<file path="config.mk">
export PLATFORM = sky130hd
export DESIGN_NAME = bounded_vector_engine
export DESIGN_NICKNAME = d
export VERILOG_FILES = /design/src/hw/rtl/bve_pkg.sv /design/src/hw/rtl/bve_ram.sv /design/src/hw/rtl/bve_front.sv /design/src/hw/rtl/bve_back.sv /design/src/hw/rtl/bounded_vector_engine.sv
export SDC_FILE = /design/constraint.sdc
export NUM_CORES = 2
export LEC_CHECK = 0
export BUFFER_PORTS_ARGS = -buffer_cell sky130_fd_sc_hd__buf_2
export CAP_MARGIN = 20
export CORE_MARGIN = 5
export CORE_UTILIZATION = 55
export DETAILED_ROUTE_END_ITERATION = 8
export GPL_TIMING_DRIVEN = 1
export MAX_ROUTING_LAYER = met4
export PLACE_DENSITY = 0.77
export SYNTH_ARGS = -nofsm -noshare
export SYNTH_HDL_FRONTEND = slang
export SYNTH_HIERARCHICAL = 1
export SYNTH_SLANG_ARGS = --single-unit
</file>
<file path="constraint.sdc">
create_clock -name i_clk -period 8.35 [get_ports i_clk]
set_input_delay 1.2525 -clock i_clk [delete_from_list [all_inputs] [get_ports i_clk]]
set_output_delay 1.2525 -clock i_clk [all_outputs]
set_load 0.05 [all_outputs]
</file>
<file path="src/hw/rtl/bve_pkg.sv">
// Shared types, constants and codes for the bounded vector engine.
`timescale 1ns / 1ps

package bve_pkg;

    localparam int CAPACITY_DEF = 64;

    localparam int ACTION_W = 3;
    localparam int POS_W    = 7;
    localparam int DATA_W   = 32;
    localparam int IDX_W    = 7;
    localparam int LEN_W    = 7;

    localparam logic [ACTION_W-1:0] ACT_INSERT = 3'd0;
    localparam logic [ACTION_W-1:0] ACT_PUSH   = 3'd1;
    localparam logic [ACTION_W-1:0] ACT_FIND   = 3'd2;
    localparam logic [ACTION_W-1:0] ACT_READ   = 3'd3;
    localparam logic [ACTION_W-1:0] ACT_WRITE  = 3'd4;
    localparam logic [ACTION_W-1:0] ACT_RESIZE = 3'd5;

    typedef enum logic [2:0] {
        OP_INSERT,
        OP_PUSH,
        OP_FIND,
        OP_READ,
        OP_WRITE,
        OP_RESIZE,
        OP_NONE
    } t_op;

    typedef struct packed {
        t_op                op;
        logic [POS_W-1:0]   position;
        logic [DATA_W-1:0]  value;
    } t_cmd;

    typedef enum logic [2:0] {
        ST_IDLE,
        ST_SHIFT,
        ST_PLACE,
        ST_FIND,
        ST_READ,
        ST_FILL
    } t_state;

endpackage

</file>
<file path="src/hw/rtl/bve_ram.sv">
// Generic single-write, single-read RAM with registered read data.
`timescale 1ns / 1ps

module bve_ram #(
    parameter int WIDTH = 32,
    parameter int DEPTH = 64
) (
    input  logic                     i_clk,
    input  logic                     i_we,
    input  logic [$clog2(DEPTH)-1:0] i_waddr,
    input  logic [WIDTH-1:0]         i_wdata,
    input  logic [$clog2(DEPTH)-1:0] i_raddr,
    output logic [WIDTH-1:0]         o_rdata
);

    logic [WIDTH-1:0] r_mem [DEPTH];
    logic [WIDTH-1:0] r_rdata;

    always_ff @(posedge i_clk) begin
        if (i_we) begin
            r_mem[i_waddr] <= i_wdata;
        end
        r_rdata <= r_mem[i_raddr];
    end

    assign o_rdata = r_rdata;

endmodule

</file>
<file path="src/hw/rtl/bve_front.sv">
// Input side: accepts items, decodes the action and queues commands for the back end.
`timescale 1ns / 1ps

module bve_front (
    input  logic                          i_clk,
    input  logic                          i_rst_n,
    input  logic                          i_in_valid,
    output logic                          o_in_stall,
    input  logic [bve_pkg::ACTION_W-1:0]  i_action,
    input  logic [bve_pkg::POS_W-1:0]     i_position,
    input  logic [bve_pkg::DATA_W-1:0]    i_value,
    output logic                          o_cmd_valid,
    output bve_pkg::t_cmd                 o_cmd,
    input  logic                          i_cmd_pop
);

    import bve_pkg::*;

    t_cmd       r_q [2];
    logic       r_wr_ptr;
    logic       r_rd_ptr;
    logic [1:0] r_fill;
    t_cmd       dec_cmd;
    logic       push;
    logic       pop;

    always_comb begin
        dec_cmd.position = i_position;
        dec_cmd.value    = i_value;
        case (i_action)
            ACT_INSERT: dec_cmd.op = OP_INSERT;
            ACT_PUSH:   dec_cmd.op = OP_PUSH;
            ACT_FIND:   dec_cmd.op = OP_FIND;
            ACT_READ:   dec_cmd.op = OP_READ;
            ACT_WRITE:  dec_cmd.op = OP_WRITE;
            ACT_RESIZE: dec_cmd.op = OP_RESIZE;
            default:    dec_cmd.op = OP_NONE;
        endcase
    end

    assign o_in_stall  = (r_fill == 2'd2);
    assign push        = i_in_valid && !o_in_stall;
    assign o_cmd_valid = (r_fill != 2'd0);
    assign pop         = i_cmd_pop && o_cmd_valid;
    assign o_cmd       = r_q[r_rd_ptr];

    always_ff @(posedge i_clk) begin
        if (push) begin
            r_q[r_wr_ptr] <= dec_cmd;
        end
    end

    always_ff @(posedge i_clk) begin
        if (!i_rst_n) begin
            r_wr_ptr <= 1'b0;
            r_rd_ptr <= 1'b0;
            r_fill   <= 2'd0;
        end else begin
            if (push) begin
                r_wr_ptr <= !r_wr_ptr;
            end
            if (pop) begin
                r_rd_ptr <= !r_rd_ptr;
            end
            case ({push, pop})
                2'b10:   r_fill <= r_fill + 2'd1;
                2'b01:   r_fill <= r_fill - 2'd1;
                default: r_fill <= r_fill;
            endcase
        end
    end

endmodule

</file>
<file path="src/hw/rtl/bve_back.sv">
// Execution side: sequences each command over the entry memory and registers the result.
`timescale 1ns / 1ps

module bve_back #(
    parameter int CAPACITY = bve_pkg::CAPACITY_DEF
) (
    input  logic                                i_clk,
    input  logic                                i_rst_n,
    input  logic                                i_cmd_valid,
    input  bve_pkg::t_cmd                       i_cmd,
    output logic                                o_cmd_pop,
    output logic                                o_out_valid,
    input  logic                                i_out_stall,
    output logic                                o_ok,
    output logic                                o_found,
    output logic signed [bve_pkg::IDX_W-1:0]    o_found_index,
    output logic signed [bve_pkg::DATA_W-1:0]   o_read_data,
    output logic [bve_pkg::LEN_W-1:0]           o_length
);

    import bve_pkg::*;

    localparam int AW = $clog2(CAPACITY);
    localparam int CW = $clog2(CAPACITY + 1);
    localparam int XW = (CW > POS_W) ? CW : POS_W;
    localparam logic [AW-1:0] A_ONE = AW'(1);
    localparam logic [AW-1:0] A_TWO = AW'(2);
    localparam logic [CW-1:0] C_ONE = CW'(1);
    localparam logic [XW-1:0] CAP_X = XW'(CAPACITY);

    t_state             r_state, n_state;
    logic [CW-1:0]      r_count, n_count;
    logic [AW-1:0]      r_idx, n_idx;
    logic [AW-1:0]      r_pos, n_pos;
    logic [CW-1:0]      r_end, n_end;
    logic [DATA_W-1:0]  r_val, n_val;
    logic               r_ok, n_ok;

    logic               r_out_valid, n_out_valid;
    logic               r_o_ok, r_o_found;
    logic [IDX_W-1:0]   r_o_fidx;
    logic [DATA_W-1:0]  r_o_rdata;
    logic [LEN_W-1:0]   r_o_len;

    logic               fin;
    logic               fin_ok, fin_found;
    logic [IDX_W-1:0]   fin_fidx;
    logic [DATA_W-1:0]  fin_rdata;

    logic               we;
    logic [AW-1:0]      waddr, raddr;
    logic [DATA_W-1:0]  wdata, rdata;

    logic               out_free;
    logic [XW-1:0]      pos_x, cnt_x, ins_x, new_x;

    bve_ram #(
        .WIDTH (DATA_W),
        .DEPTH (CAPACITY)
    ) u_ram (
        .i_clk   (i_clk),
        .i_we    (we),
        .i_waddr (waddr),
        .i_wdata (wdata),
        .i_raddr (raddr),
        .o_rdata (rdata)
    );

    // Only the back end fills the output register, so once a command is taken
    // with the register free it stays free until that command finishes.
    assign out_free = !r_out_valid || !i_out_stall;
    assign pos_x    = XW'(i_cmd.position);
    assign cnt_x    = XW'(r_count);
    assign ins_x    = (i_cmd.op == OP_PUSH) ? cnt_x : pos_x;
    assign new_x    = (pos_x > CAP_X) ? CAP_X : pos_x;

    always_comb begin
        n_state     = r_state;
        n_count     = r_count;
        n_idx       = r_idx;
        n_pos       = r_pos;
        n_end       = r_end;
        n_val       = r_val;
        n_ok        = r_ok;
        n_out_valid = r_out_valid && i_out_stall;
        o_cmd_pop   = 1'b0;
        fin         = 1'b0;
        fin_ok      = 1'b0;
        fin_found   = 1'b0;
        fin_fidx    = '0;
        fin_rdata   = '0;
        we          = 1'b0;
        waddr       = r_idx;
        wdata       = '0;
        raddr       = r_idx + A_ONE;

        case (r_state)
            ST_IDLE: begin
                if (i_cmd_valid && out_free) begin
                    o_cmd_pop = 1'b1;
                    n_val     = i_cmd.value;
                    case (i_cmd.op)
                        OP_INSERT, OP_PUSH: begin
                            if (ins_x > cnt_x || cnt_x == CAP_X) begin
                                fin = 1'b1;
                            end else if (ins_x == cnt_x) begin
                                we      = 1'b1;
                                waddr   = AW'(r_count);
                                wdata   = i_cmd.value;
                                n_count = r_count + C_ONE;
                                fin     = 1'b1;
                                fin_ok  = 1'b1;
                            end else begin
                                // Move entries up from the top, one per cycle.
                                raddr   = AW'(r_count - C_ONE);
                                n_idx   = AW'(r_count);
                                n_pos   = AW'(ins_x);
                                n_state = ST_SHIFT;
                            end
                        end
                        OP_FIND: begin
                            if (r_count == '0) begin
                                fin      = 1'b1;
                                fin_ok   = 1'b1;
                                fin_fidx = '1;
                            end else begin
                                raddr   = '0;
                                n_idx   = '0;
                                n_state = ST_FIND;
                            end
                        end
                        OP_READ: begin
                            if (pos_x < cnt_x) begin
                                raddr   = AW'(i_cmd.position);
                                n_state = ST_READ;
                            end else begin
                                fin = 1'b1;
                            end
                        end
                        OP_WRITE: begin
                            fin = 1'b1;
                            if (pos_x < cnt_x) begin
                                we     = 1'b1;
                                waddr  = AW'(i_cmd.position);
                                wdata  = i_cmd.value;
                                fin_ok = 1'b1;
                            end
                        end
                        OP_RESIZE: begin
                            n_ok = !(pos_x > CAP_X);
                            if (new_x > cnt_x) begin
                                n_idx   = AW'(r_count);
                                n_end   = CW'(new_x);
                                n_state = ST_FILL;
                            end else begin
                                n_count = CW'(new_x);
                                fin     = 1'b1;
                                fin_ok  = !(pos_x > CAP_X);
                            end
                        end
                        default: begin
                            fin = 1'b1;
                        end
                    endcase
                end
            end
            ST_SHIFT: begin
                we    = 1'b1;
                waddr = r_idx;
                wdata = rdata;
                raddr = r_idx - A_TWO;
                if ((r_idx - A_ONE) == r_pos) begin
                    n_state = ST_PLACE;
                end else begin
                    n_idx = r_idx - A_ONE;
                end
            end
            ST_PLACE: begin
                we      = 1'b1;
                waddr   = r_pos;
                wdata   = r_val;
                n_count = r_count + C_ONE;
                fin     = 1'b1;
                fin_ok  = 1'b1;
                n_state = ST_IDLE;
            end
            ST_FIND: begin
                if (rdata == r_val) begin
                    fin       = 1'b1;
                    fin_ok    = 1'b1;
                    fin_found = 1'b1;
                    fin_fidx  = IDX_W'(r_idx);
                    n_state   = ST_IDLE;
                end else if ((CW'(r_idx) + C_ONE) == r_count) begin
                    fin      = 1'b1;
                    fin_ok   = 1'b1;
                    fin_fidx = '1;
                    n_state  = ST_IDLE;
                end else begin
                    n_idx = r_idx + A_ONE;
                end
            end
            ST_READ: begin
                fin       = 1'b1;
                fin_ok    = 1'b1;
                fin_rdata = rdata;
                n_state   = ST_IDLE;
            end
            ST_FILL: begin
                we    = 1'b1;
                waddr = r_idx;
                wdata = '0;
                if ((CW'(r_idx) + C_ONE) == r_end) begin
                    n_count = r_end;
                    fin     = 1'b1;
                    fin_ok  = r_ok;
                    n_state = ST_IDLE;
                end else begin
                    n_idx = r_idx + A_ONE;
                end
            end
            default: begin
                n_state = ST_IDLE;
            end
        endcase

        if (fin) begin
            n_out_valid = 1'b1;
        end
    end

    always_ff @(posedge i_clk) begin
        if (!i_rst_n) begin
            r_state     <= ST_IDLE;
            r_count     <= '0;
            r_out_valid <= 1'b0;
        end else begin
            r_state     <= n_state;
            r_count     <= n_count;
            r_out_valid <= n_out_valid;
        end
    end

    always_ff @(posedge i_clk) begin
        r_idx <= n_idx;
        r_pos <= n_pos;
        r_end <= n_end;
        r_val <= n_val;
        r_ok  <= n_ok;
        if (fin) begin
            r_o_ok    <= fin_ok;
            r_o_found <= fin_found;
            r_o_fidx  <= fin_fidx;
            r_o_rdata <= fin_rdata;
            r_o_len   <= LEN_W'(n_count);
        end
    end

    assign o_out_valid   = r_out_valid;
    assign o_ok          = r_o_ok;
    assign o_found       = r_o_found;
    assign o_found_index = r_o_fidx;
    assign o_read_data   = r_o_rdata;
    assign o_length      = r_o_len;

endmodule

</file>
<file path="src/hw/rtl/bounded_vector_engine.sv">
// Top level of the bounded vector engine: command queue front end and execution back end.
//
// A bounded array of signed 32-bit words with a current length. Each input
// transfer carries an action (insert, push, find, read, write, resize),
// a position and a value; each one produces exactly one output transfer with
// ok, found, found_index, read_data and the length after the action.
// Input and output use valid/stall handshakes. A two-entry command queue sits
// behind the input, so up to two items are taken while the back end is busy.
// Items are executed one at a time by a sequencer around a single-port-write,
// registered-read entry memory, which sets the timing:
//   read: the address is issued, then the registered data is returned;
//   write, push, shrinking resize, failed actions: finished when the command is taken;
//   insert at p: entries from the top down to p moved one per cycle, then the value placed;
//   find: one entry compared per cycle until a hit or the last entry;
//   growing resize: one entry zero-filled per cycle up to the new length.
// The result sits in an output register; while the receiver stalls it holds,
// and the back end does not start a new command until it is free.
// Reset empties the queue and sets the length to zero; entry contents are not
// cleared and need no clearing pass, since only entries below the length are
// ever read.
`timescale 1ns / 1ps

module bounded_vector_engine #(
    parameter int CAPACITY = bve_pkg::CAPACITY_DEF
) (
    input  logic                                i_clk,
    input  logic                                i_rst_n,
    input  logic                                i_in_valid,
    output logic                                o_in_stall,
    input  logic [bve_pkg::ACTION_W-1:0]        i_action,
    input  logic [bve_pkg::POS_W-1:0]           i_position,
    input  logic signed [bve_pkg::DATA_W-1:0]   i_value,
    output logic                                o_out_valid,
    input  logic                                i_out_stall,
    output logic                                o_ok,
    output logic                                o_found,
    output logic signed [bve_pkg::IDX_W-1:0]    o_found_index,
    output logic signed [bve_pkg::DATA_W-1:0]   o_read_data,
    output logic [bve_pkg::LEN_W-1:0]           o_length
);

    import bve_pkg::*;

    logic cmd_valid;
    t_cmd cmd;
    logic cmd_pop;

    bve_front u_front (
        .i_clk       (i_clk),
        .i_rst_n     (i_rst_n),
        .i_in_valid  (i_in_valid),
        .o_in_stall  (o_in_stall),
        .i_action    (i_action),
        .i_position  (i_position),
        .i_value     (i_value),
        .o_cmd_valid (cmd_valid),
        .o_cmd       (cmd),
        .i_cmd_pop   (cmd_pop)
    );

    bve_back #(
        .CAPACITY (CAPACITY)
    ) u_back (
        .i_clk         (i_clk),
        .i_rst_n       (i_rst_n),
        .i_cmd_valid   (cmd_valid),
        .i_cmd         (cmd),
        .o_cmd_pop     (cmd_pop),
        .o_out_valid   (o_out_valid),
        .i_out_stall   (i_out_stall),
        .o_ok          (o_ok),
        .o_found       (o_found),
        .o_found_index (o_found_index),
        .o_read_data   (o_read_data),
        .o_length      (o_length)
    );

endmodule

</file>
### Word-level counts from Yosys, hierarchy flattened

Memories as Yosys holds them, arrays and structs flattened. A register that Yosys moved wholly into a read port is not among the register bits.
Index checks and enable logic that the tools add are counted.

* add/sub/neg operators: 8
* magnitude comparators: 4
* multiplexer cells: 90
* bitwise logic cells: 2
* eq/ne operators: 39
* reduce and logical (&&, ||, !) cells: 28

Operator list (count)
* $mux 32: 4
* $mux 6: 18
* $pmux 32 s3: 1
* $mux 7: 12
* $pmux 32 s2: 1
* $pmux 6 s2: 3
* $pmux 6 s3: 2
* $eq 32x32->1: 1
* $mux 3: 10
* $pmux 7 s2: 2
* $mux 1: 25
* $pmux 3 s4: 2
* $pmux 6 s4: 1
* $eq 7x7->1: 3
* $pmux 7 s3: 1
* $eq 3x2->1 const B: 6
* $eq 3x3->1 const B: 6
* $pmux 3 s6: 1
* $pmux 1 s4: 4
* $gt 7x7->1: 2
* $sub 6x1->6 const B: 2
* $reduce_and 11->1: 1
* $reduce_and 10->1: 1
* $eq 3x1->1 const B: 3
* 35 further kinds: 59

* input bits: 46
* word-level logic and storage cells: 189
* bits in writable memories: 2132
* output and inout bits: 50
* flip-flop bits (word level): 115
* memories: 2

Memory list
* u_back.u_ram.r_mem: depth 64, bits a word 32, read ports 1, clocked after Yosys merged registers in 1, wr ports 1, line bve_ram.sv:16 `logic [WIDTH-1:0] r_mem [DEPTH];`
* u_front.r_q: depth 2, bits a word 42, read ports 1, clocked after Yosys merged registers in 1, wr ports 1, line bve_front.sv:19 `t_cmd r_q [2];`

### Depth between registers and ports, before layout

* depth after elaboration: 10
* mapped depth: 26

### Modules after synthesis

The synthesis kept the hierarchy.

By module, submodules not included
* bve_ram: seq. area each 62139.6 um^2, area each 79039.6 um^2, cells an instance 3511, times used 1
* bve_back: seq. area each 3223.1 um^2, area each 7440.9 um^2, cells an instance 709, times used 1
* bve_front: seq. area each 2622.5 um^2, area each 3273.1 um^2, cells an instance 160, times used 1

### Worst setup path after synthesis

Ideal clock, no wire load.

* path type: reg2reg
* start: register with a tool-made name
* end: memory u_back.u_ram.r_mem[28][0], enable pin
* stages on the path, launching flop included: 21
* path slack: 1.555 ns
* required time: 7.929 ns
* data arrival time: 6.373 ns
* path through: dfxtp_1 clkbuf_1 buf_2 mux2_2 clkbuf_1 nor2_1 and2_1 clkbuf_1 mux2_2 ha_1 nand3_1 a311oi_1 buf_2 a21oi_1 o221ai_1 o221a_2 clkbuf_1 or3b_2 or2_2 clkbuf_1 nor2_1

RTL lines (line)
* to (decl): bve_ram.sv:16

==> results.sh <==
export IMPL_routed_wl_um=248000
export IMPL_ios=96
export IMPL_antenna_found_initial=10
export IMPL_routedWlPerCell_um=35.5
export IMPL_fin_setup_tns_ns=0
export IMPL_slew_headroom=0.194
export IMPL_fin_skew_ns=0.0574
export IMPL_synth_distinct_cells=90
export IMPL_start_util=0.552
export IMPL_dieArea_um2=171000
export IMPL_worstSetupStartpointType="flip-flop"
export IMPL_cts_tree="built"
export IMPL_area_growth_pct=12.5
export IMPL_setup_viol=0
export IMPL_dpl_worst_slack_ns=1.09
export IMPL_r2r_end="u_back/u_ram/o_rdata[2]"
export IMPL_synth_area_leaders="edfxtp_1, mux4_2, mux2i_1"
export IMPL_firstDrtPassIters=7
export IMPL_synth_area_um2=89800
export IMPL_ff_latch_area_um2=68000
export IMPL_coreArea_um2=163000
export IMPL_criticalPathCategory="reg2reg"
export IMPL_fin_nets=4702
export IMPL_async_flop_share=0
export IMPL_drcViolationCount=0
export IMPL_status="completed"
export IMPL_cts_repair_resized=0
export IMPL_nFillCells=10600
export IMPL_cp_max_fo=41
export IMPL_grt_pass1_wl_um=350000
export IMPL_grt_usage=0.298
export IMPL_cts_sinks=2280
export IMPL_ys_ff_latch=2280
export IMPL_final_area_um2=101000
export IMPL_hold_viol_final=0
export IMPL_avgSynthCellArea_um2=20.5
export IMPL_critPathCapture="u_back/u_ram/o_rdata[2]"
export IMPL_maxCapViolCount=0
export IMPL_rsz0062_at_grt="false"
export IMPL_hold_depth=2
export IMPL_multi_input_area_um2=20900
export IMPL_endpoint_kind="flip-flop"
export IMPL_cts_root_buf="clkbuf_16"
export IMPL_grt_overflow=0
export IMPL_io_buffers=95
export IMPL_grt_max_degree=121
export IMPL_ant_nets=0
export IMPL_clock_latency_ns=0.88
export IMPL_crit_arrival_ns=8.30
export IMPL_fin_ws_ns=0.824
export IMPL_synth_top_cell_area_share=0.747
export IMPL_syn_nets=4452
export IMPL_r2r_cells=19
export IMPL_timing_fmax_ghz=0.133
export IMPL_vias_per_cell=6.92
export IMPL_clk_path_buf_depth=3
export IMPL_vias=48400
export IMPL_routabilityCongestion=0.920
export IMPL_yosysWarnings=6
export IMPL_synth_flop_cell="edfxtp_1"
export IMPL_layout_drive_gt1_share=0.260
export IMPL_final_cells=6996
export IMPL_min_period_ns=7.53
export IMPL_postCtsSetupBuffers=0
export IMPL_place_area_um2=93800
export IMPL_worst_pin_slew_ns=1.20
export IMPL_worstHoldPathType="reg2reg"
export IMPL_cts_buffers=209
export IMPL_holdBufCountCts=0
export IMPL_syn_inst=4380
export IMPL_dp_hpwl_um=146000
export IMPL_synth_edff_count=2232
export IMPL_yosysTopAreaCell="edfxtp_1"
export IMPL_fp_dieW_um=414
export IMPL_grt_pass1_vias=47100
export IMPL_std_cell_rows=148
export IMPL_required_ns=9.12
export IMPL_maxSlewViolCount=0
export IMPL_path_clk_slew_ns=0.06
export IMPL_period_share=0.901
export IMPL_htreeDepth=4
export IMPL_placed_cells=6590
export IMPL_fp_dieH_um=414
export IMPL_r2r_slack_ns=0.82
export IMPL_ys_seq_area_frac=0.757
export IMPL_drtIter0Drc=8038
==> cell type report <==
cell class	instances	area share
antenna	10	0.000248
clock buffer	274	0.0561
clock inverter	118	0.0142
inverter	25	0.000929
multi-input combinational	1823	0.206
sequential	2280	0.673
tap	2175	0.0269
timing repair buffer	291	0.0219
==> worst max-delay path, stage by stage (launching register included) <==
cell and delay [ns]:
dfxtp_2 0.34, buf_4 0.49, mux2_2 0.39, and2_1 0.42, mux2i_1 0.29, ha_1 0.28, nand2b_1 0.15, a211o_1 0.29
a21oi_1 0.28, o22ai_1 0.21, a211o_1 0.30, o31ai_2 0.59, o221ai_4 0.60, buf_4 0.42, nor2b_4 0.47, buf_4 0.71
a22oi_1 0.23, nand3_1 0.26, nand2_1 0.40, a21oi_1 0.27
==> sequential cells by signal (all words and copies together), names as in the netlist, named ones only <==
name	count
u_back/o_read_data	32
u_front/r_fill	2
u_back/r_idx	6
u_back/r_end	7
u_front/r_q	84
u_back/r_val	32
u_back/o_length	7
u_back/o_out_valid	1
u_back/u_ram/o_rdata	32
u_front/r_rd_ptr	1
u_back/o_found_index	7
u_back/o_ok	1
u_back/r_pos	6
u_back/cnt_x	7
u_back/o_found	1
u_back/u_ram/r_mem	2048
u_back/r_ok	1
u_back/r_state	3
u_front/r_wr_ptr	1
==> synthesized netlist by cell type (22+ instances only) <==
| library cell | n |
|---|---|
| o221ai_1 | 29 |
| o22ai_1 | 47 |
| a211oi_1 | 24 |
| nand2_1 | 76 |
| o21ai_0 | 58 |
| a21oi_1 | 60 |
| nand3_1 | 58 |
| mux2i_1 | 201 |
| nand2b_1 | 22 |
| buf_6 | 33 |
| edfxtp_1 | 2232 |
| nor2b_1 | 26 |
| mux4_2 | 446 |
| a22o_1 | 44 |
| ha_1 | 26 |
| a31oi_1 | 23 |
| xor2_1 | 39 |
| nor2_1 | 127 |
| buf_2 | 65 |
| a21o_1 | 38 |
| clkbuf_1 | 104 |
| mux2_2 | 48 |
| and2_1 | 45 |
| dfxtp_1 | 48 |
| a22oi_1 | 129 |
| buf_4 | 30 |
==> routing by layer <==
| layer | global-route usage | part of all wire | vias to the layer above |
|---|---|---|---|
| li1 | - | - | 18800 |
| met4 | 0.126 | 0.053 | 0 |
| met1 | 0.392 | 0.35 | 25000 |
| met3 | 0.0875 | 0.14 | 669 |
| met2 | 0.441 | 0.46 | 3949 |
| met5 | - | 0 | - |
==> worst min path at each step <==
| stage | from | endpoint | slack, ns |
|---|---|---|---|
| after floorplan | u_front/r_wr_ptr | u_front/r_wr_ptr | 0.46 |
| after global placement | u_front/r_wr_ptr | u_front/r_wr_ptr | 0.47 |
| after detailed placement | u_front/r_wr_ptr | u_front/r_wr_ptr | 0.50 |
| after CTS | i_value[17] | u_front/r_q[1][17] | 0.54 |
| after global routing | i_value[17] | u_front/r_q[1][17] | 0.55 |
| final | u_front/r_wr_ptr | u_front/r_wr_ptr | 0.56 |
==> placed cells by master (no fill, tap or decap), drive strengths merged, types with 47 or more instances in the layout <==
cell / instances
mux2i: 201
o22ai: 47
dfxtp: 48
o21ai: 58
a22oi: 129
clkinv: 78
nand2: 78
nand3: 58
mux4: 446
a21oi: 60
clkbuf: 274
buf: 291
mux2: 48
nor2: 127
edfxtp: 2232
==> cells by family (layout without fill, tap and decap cells) <==
family          after synthesis  in the layout  share of synthesized area
simple gates                468            468                     0.0271
mux                         695            695                      0.140
buf+inv                     277            708                     0.0177
other cells                   0             10                          0
flops                      2280           2280                      0.757
compound gates              568            568                     0.0463
fa+ha+maj                    26             26                    0.00362
xor+xnor                     66             66                    0.00750
==> metrics by stage <==
stage | hold WS [ns] | utilization
2_1_floorplan | 0.457 | -
5_1_grt | 0.554 | 0.621
6_report | 0.564 | 0.621
4_1_cts | 0.539 | 0.621
3_5_place_dp | 0.504 | 0.577
3_3_place_gp | 0.468 | 0.576
Power is not shown: default switching activity piles up to over one toggle a cycle in this logic, so the estimate is an artifact.
